--- src/rtl/core/read_priority_request_reorder_defines.svh ---
// Assertion macros for the read priority request reorder block
`ifndef READ_PRIORITY_REQUEST_REORDER_DEFINES_SVH
`define READ_PRIORITY_REQUEST_REORDER_DEFINES_SVH
`ifndef SYNTHESIS
`define RPRR_CHECK(lbl, prop, msg) \
	lbl: assert property (@(posedge clk) disable iff (!arst_n) prop) else $error(msg);
`define RPRR_CHECK_ALWAYS(lbl, prop, msg) \
	lbl: assert property (@(posedge clk) prop) else $error(msg);
`else
`define RPRR_CHECK(lbl, prop, msg)
`define RPRR_CHECK_ALWAYS(lbl, prop, msg)
`endif
`endif

--- src/rtl/core/rprr_ram.sv ---
// Generic single write, single read RAM with registered read
module rprr_ram #(
	parameter int WIDTH = 8,
	parameter int DEPTH = 32
) (
	input  logic                     clk,
	input  logic                     we,
	input  logic [$clog2(DEPTH)-1:0] waddr,
	input  logic [WIDTH-1:0]         wdata,
	input  logic                     re,
	input  logic [$clog2(DEPTH)-1:0] raddr,
	output logic [WIDTH-1:0]         rdata
);
	logic [WIDTH-1:0] mem [DEPTH];

	always_ff @(posedge clk) begin
		if (we) begin
			mem[waddr] <= wdata;
		end
		if (re) begin
			rdata <= mem[raddr];
		end
	end
endmodule

--- config.mk ---
export PLATFORM = sky130hd
export DESIGN_NAME = rprr_ram
export DESIGN_NICKNAME = d
export VERILOG_FILES = /design/src/rtl/core/read_priority_request_reorder_defines.svh /design/src/rtl/core/rprr_ram.sv
export SDC_FILE = /design/constraint.sdc
export NUM_CORES = 1
export LEC_CHECK = 0
export BUFFER_PORTS_ARGS = -buffer_cell sky130_fd_sc_hd__buf_2
export CAP_MARGIN = 40
export CORE_MARGIN = 2
export CORE_UTILIZATION = 41
export CTS_CLUSTER_SIZE = 8
export DETAILED_ROUTE_END_ITERATION = 10
export HOLD_SLACK_MARGIN = 0.1
export PLACE_DENSITY = 0.59
export SLEW_MARGIN = 5
export SYNTH_ARGS = -nofsm -noshare
export SYNTH_HDL_FRONTEND = slang
export SYNTH_SLANG_ARGS = --single-unit
--- constraint.sdc ---
create_clock -name clk -period 3.14 [get_ports clk]
set_clock_uncertainty 0.05 [all_clocks]
set_input_delay 0.314 -clock clk [delete_from_list [all_inputs] [get_ports clk]]
set_output_delay 0.314 -clock clk [all_outputs]
set_load 0.01 [all_outputs]
* Word level (Yosys, flattened, before mapping)
Memories as Yosys holds them, arrays and structs flattened. A register that Yosys moved wholly into a read port is not among the register bits.
Cells that the tools add are included.
** Storage, ports and cells
- Bits in registers :: 0
- Bits in latches :: 0
- Memory bits (writable) :: 256
- Bits in read-only memories :: 0
- Bits of input ports :: 21
- Memories :: 1
** Memory list
- mem :: depth 32, width 8, read ports 1, clocked after memory_dff 1, wr ports 1, line rprr_ram.sv:14 : logic [WIDTH-1:0] mem [DEPTH];
** Cells by class
- $add $sub $neg :: 0
- Multiply operators :: 0
- Div/mod/pow operators :: 0
- $lt $le $gt $ge :: 0
- Equality and inequality tests :: 0
- Shift-type cells :: 0
- Multiplexer cells :: 2
- Bitwise gates (word level) :: 0
- Reductions and logical operators :: 0
** Operators with widths (count)
- 1-bit two-way mux :: 2

* Depth between registers and ports, before layout
- Word-level depth :: 2
- Gate-level depth with buffers :: 5

* Least setup slack after synthesis
No wires, ideal clock.
- Kind :: in2reg
- From :: input port raddr[2]
- To :: register rdata[0], read port of mem (data pin)
- Data arrival time :: 1.996 ns
- Data required time :: 2.830 ns
- Slack :: 0.834 ns
- Stages :: 5
- Path buffers :: 2
- Path through :: clkbuf_1 clkbuf_1 mux4_2 mux4_2 mux2_2
** RTL lines
- start: declaration :: line rprr_ram.sv:11 : input logic [$clog2(DEPTH)-1:0] raddr,
- end: declaration :: line rprr_ram.sv:12 : output logic [WIDTH-1:0] rdata

==> metrics <==
Worst-Margin Slew 0.8670 ns; Core ar. around 24000 µm²; clk sink count 264; Die Y 161.2 µm; Reg2Reg Launch Point mem[13][2]$_DFFE_PP_; cells on worst reg2reg path 3; met3 Use GR 4.314%; WL final roughly 22 mm; critical path's top delay family multiplexers; CP max stage delay between 0.5 and 0.6 ns; final non-filler cell total 818; postcts setup bufs 0; clk slew on worst S/H paths about 0.05 ns; Setup TNS Final 0 ns; Slew headroom about two fifths; TritonCTS clock tree done; Max Slew Vio Count 0; Min Hold Slack roughly 0.15 ns; Via Count ~4600; Die X about 160 µm; Mapped Nets roughly 440; minimum clock period ~2.1 ns; number of global-route vias before repair just under 5000; critical path class in2reg; Critical Path End Type register; internal reg-to-reg setup slack between 1 and 1.5 ns; Global Route Usage Sum between 15 and 20%; FF-to-FF End rdata[2]$_DFFE_PP_; Worst EP arrival approximately 2.3 ns; VDD IR-drop max about 0.28 mV; dpl cell area 10840 µm²; HP Start re; starting density of the core approximately two fifths; site row count 57; ANT nets after route 0; max-cap viol count 0; Ys Warns 0; Final Hold Viols 0; Vias per Instance ~5.7; clock buffer depth 3; Critical Path Source raddr[0]; share of cells above drive strength 1 38.06%; status complete, no violations; worst endpoint required time around 3.3 ns; worst hold endpoint rdata[7]$_DFFE_PP_; post-cts sizing count 0; worst min path class in2reg; period utilization 67.23%; M2 GR Usage a little over a quarter; PortBufs 28; grt peak-use layer met2; final setup violation count 0; IO Pins 29; Fmax 473.7 MHz; latest clock arrival within the worst-skew pair 0.50 ns; fin area between 10000 and 15000 µm²; DPL Wire Length 13.83 mm; mean routed wirelength per cell approximately 27 µm; WP buf/inv 2; Seq/Total Area, Yosys 78.23%; nets ~510; First-pass DRT Iterations 5; DR iter-0 viols 476; CTS H-tree lvls 2; placed insts about 800; # hold bufs at CTS 0; drt drc 0; P&R area growth vs syn 17.05%; largest net degree at the start of global routing 65; Yosys reg bits between 200 and 300; post-synth cell types 14; worst-path fanout max 19; met1 Usage GRT 25.25%; Mapped Cells between 400 and 500; GRT overflow 0; Placer Congestion 0.7500; PD cells about 670 nW/µm²; TritonCTS buffer count 38; diodes inserted 0; root buf cell clkbuf_16; type of origin of the critical path input pin; Crit path top cell by count mux4_2; static leakage between 3 and 4 nW; DIE AREA 25990 µm²; Post-Syn Area per Cell around 24 µm²; Synth Cell Area 10130 µm²; initial antenna violation count 0; Hold Path Depth 1; worst-path cell chain buf_4, buf_12, mux4_2, mux4_2, mux2_2; Slowest-stage cell, CP mux4_2; RSZ-0062 raised after global routing false; first-pass GRT wire length 32.70 mm
==> per-layer routing <==
metal,vias to the layer above,routed length [µm]
met4,0,552
met1,2485,9496
li1,1913,-
met2,197,10270
met3,35,1628
met5,-,0
==> through the flow <==
stage,utilization [%],power [mW],setup slack [ns]
final,48.77,7.904,1.029
after global routing,48.77,8.144,0.9655
after CTS,48.77,7.977,1.031
after detailed placement,44.55,4.408,0.5119
after global placement,44.12,4.395,0.5062
after floorplan,-,4.231,0.8343
==> worst max path at each step <==
stage | end | slack, ns | cells past startpoint
after detailed placement | rdata[3]$_DFFE_PP_ | 0.51 | 5
after global routing | rdata[4]$_DFFE_PP_ | 0.97 | 5
after CTS | rdata[2]$_DFFE_PP_ | 1.03 | 5
final | rdata[4]$_DFFE_PP_ | 1.03 | 5
after floorplan | rdata[0]$_DFFE_PP_ | 0.83 | 5
after global placement | rdata[0]$_DFFE_PP_ | 0.51 | 5
==> sequential cells by signal (all words and copies together) (netlist names) <==
signal / cells
mem: 256
rdata: 8
==> final cells by class <==
type                            instances  area, µm²
Sequential cell                       264       7928
Clock buffer                           41       1026
Timing Repair Buffer                   56      402.9
Tap cell                              324      405.4
Fill cell                            1901      12460
Multi-Input combinational cell        133       2100
==> cells in the mapped netlist <==
master    instances  area (µm²)
buf_4             6       45.04
nand3b_1          5       37.54
buf_1             6       22.52
buf_6             1       11.26
nand3_1           2       10.01
or3b_2            3       26.28
clkbuf_1          6       22.52
nand2_1           1       3.750
mux2_2            8       90.09
buf_2             1       5.000
edfxtp_1        264        7928
mux4_2           80        1802
or3_1             1       6.260
nor2_1           33       123.9
==> report_power, final <==
part | switching (mW) | internal [mW] | total, mW
sequential | 0.0180 | 3.95 | 3.96
combinational | 0.212 | 0.163 | 0.375
clock | 1.30 | 2.26 | 3.56
total | 1.53 | 6.37 | 7.90
==> layout by cell type, fill, tap and decap left out <==
cell type and count:
buf_4 25, or3b_2 3, clkbuf_16 41, mux2_2 8, nand3b_1 5, buf_2 27
buf_12 4, nor2_1 33, nand2_1 1, or3_1 1, nand3_1 2, mux4_2 80
edfxtp_1 264
==> worst reg2reg max path, stage by stage (launching register included) <==
cell and delay (ns):
edfxtp_1 0.37, mux4_2 0.54, mux4_2 0.54, mux2_2 0.28
==> logic make-up (layout without fill, tap and decap cells) <==
group | after synthesis | in the layout | share of synthesized area (%)
buffers and inverters | 20 | 97 | 1.049
flip-flops | 264 | 264 | 78.23
AND/OR/NAND/NOR | 45 | 45 | 2.050
multiplexers | 88 | 88 | 18.67
No activity file was read; power rests on OpenSTA's default activity.
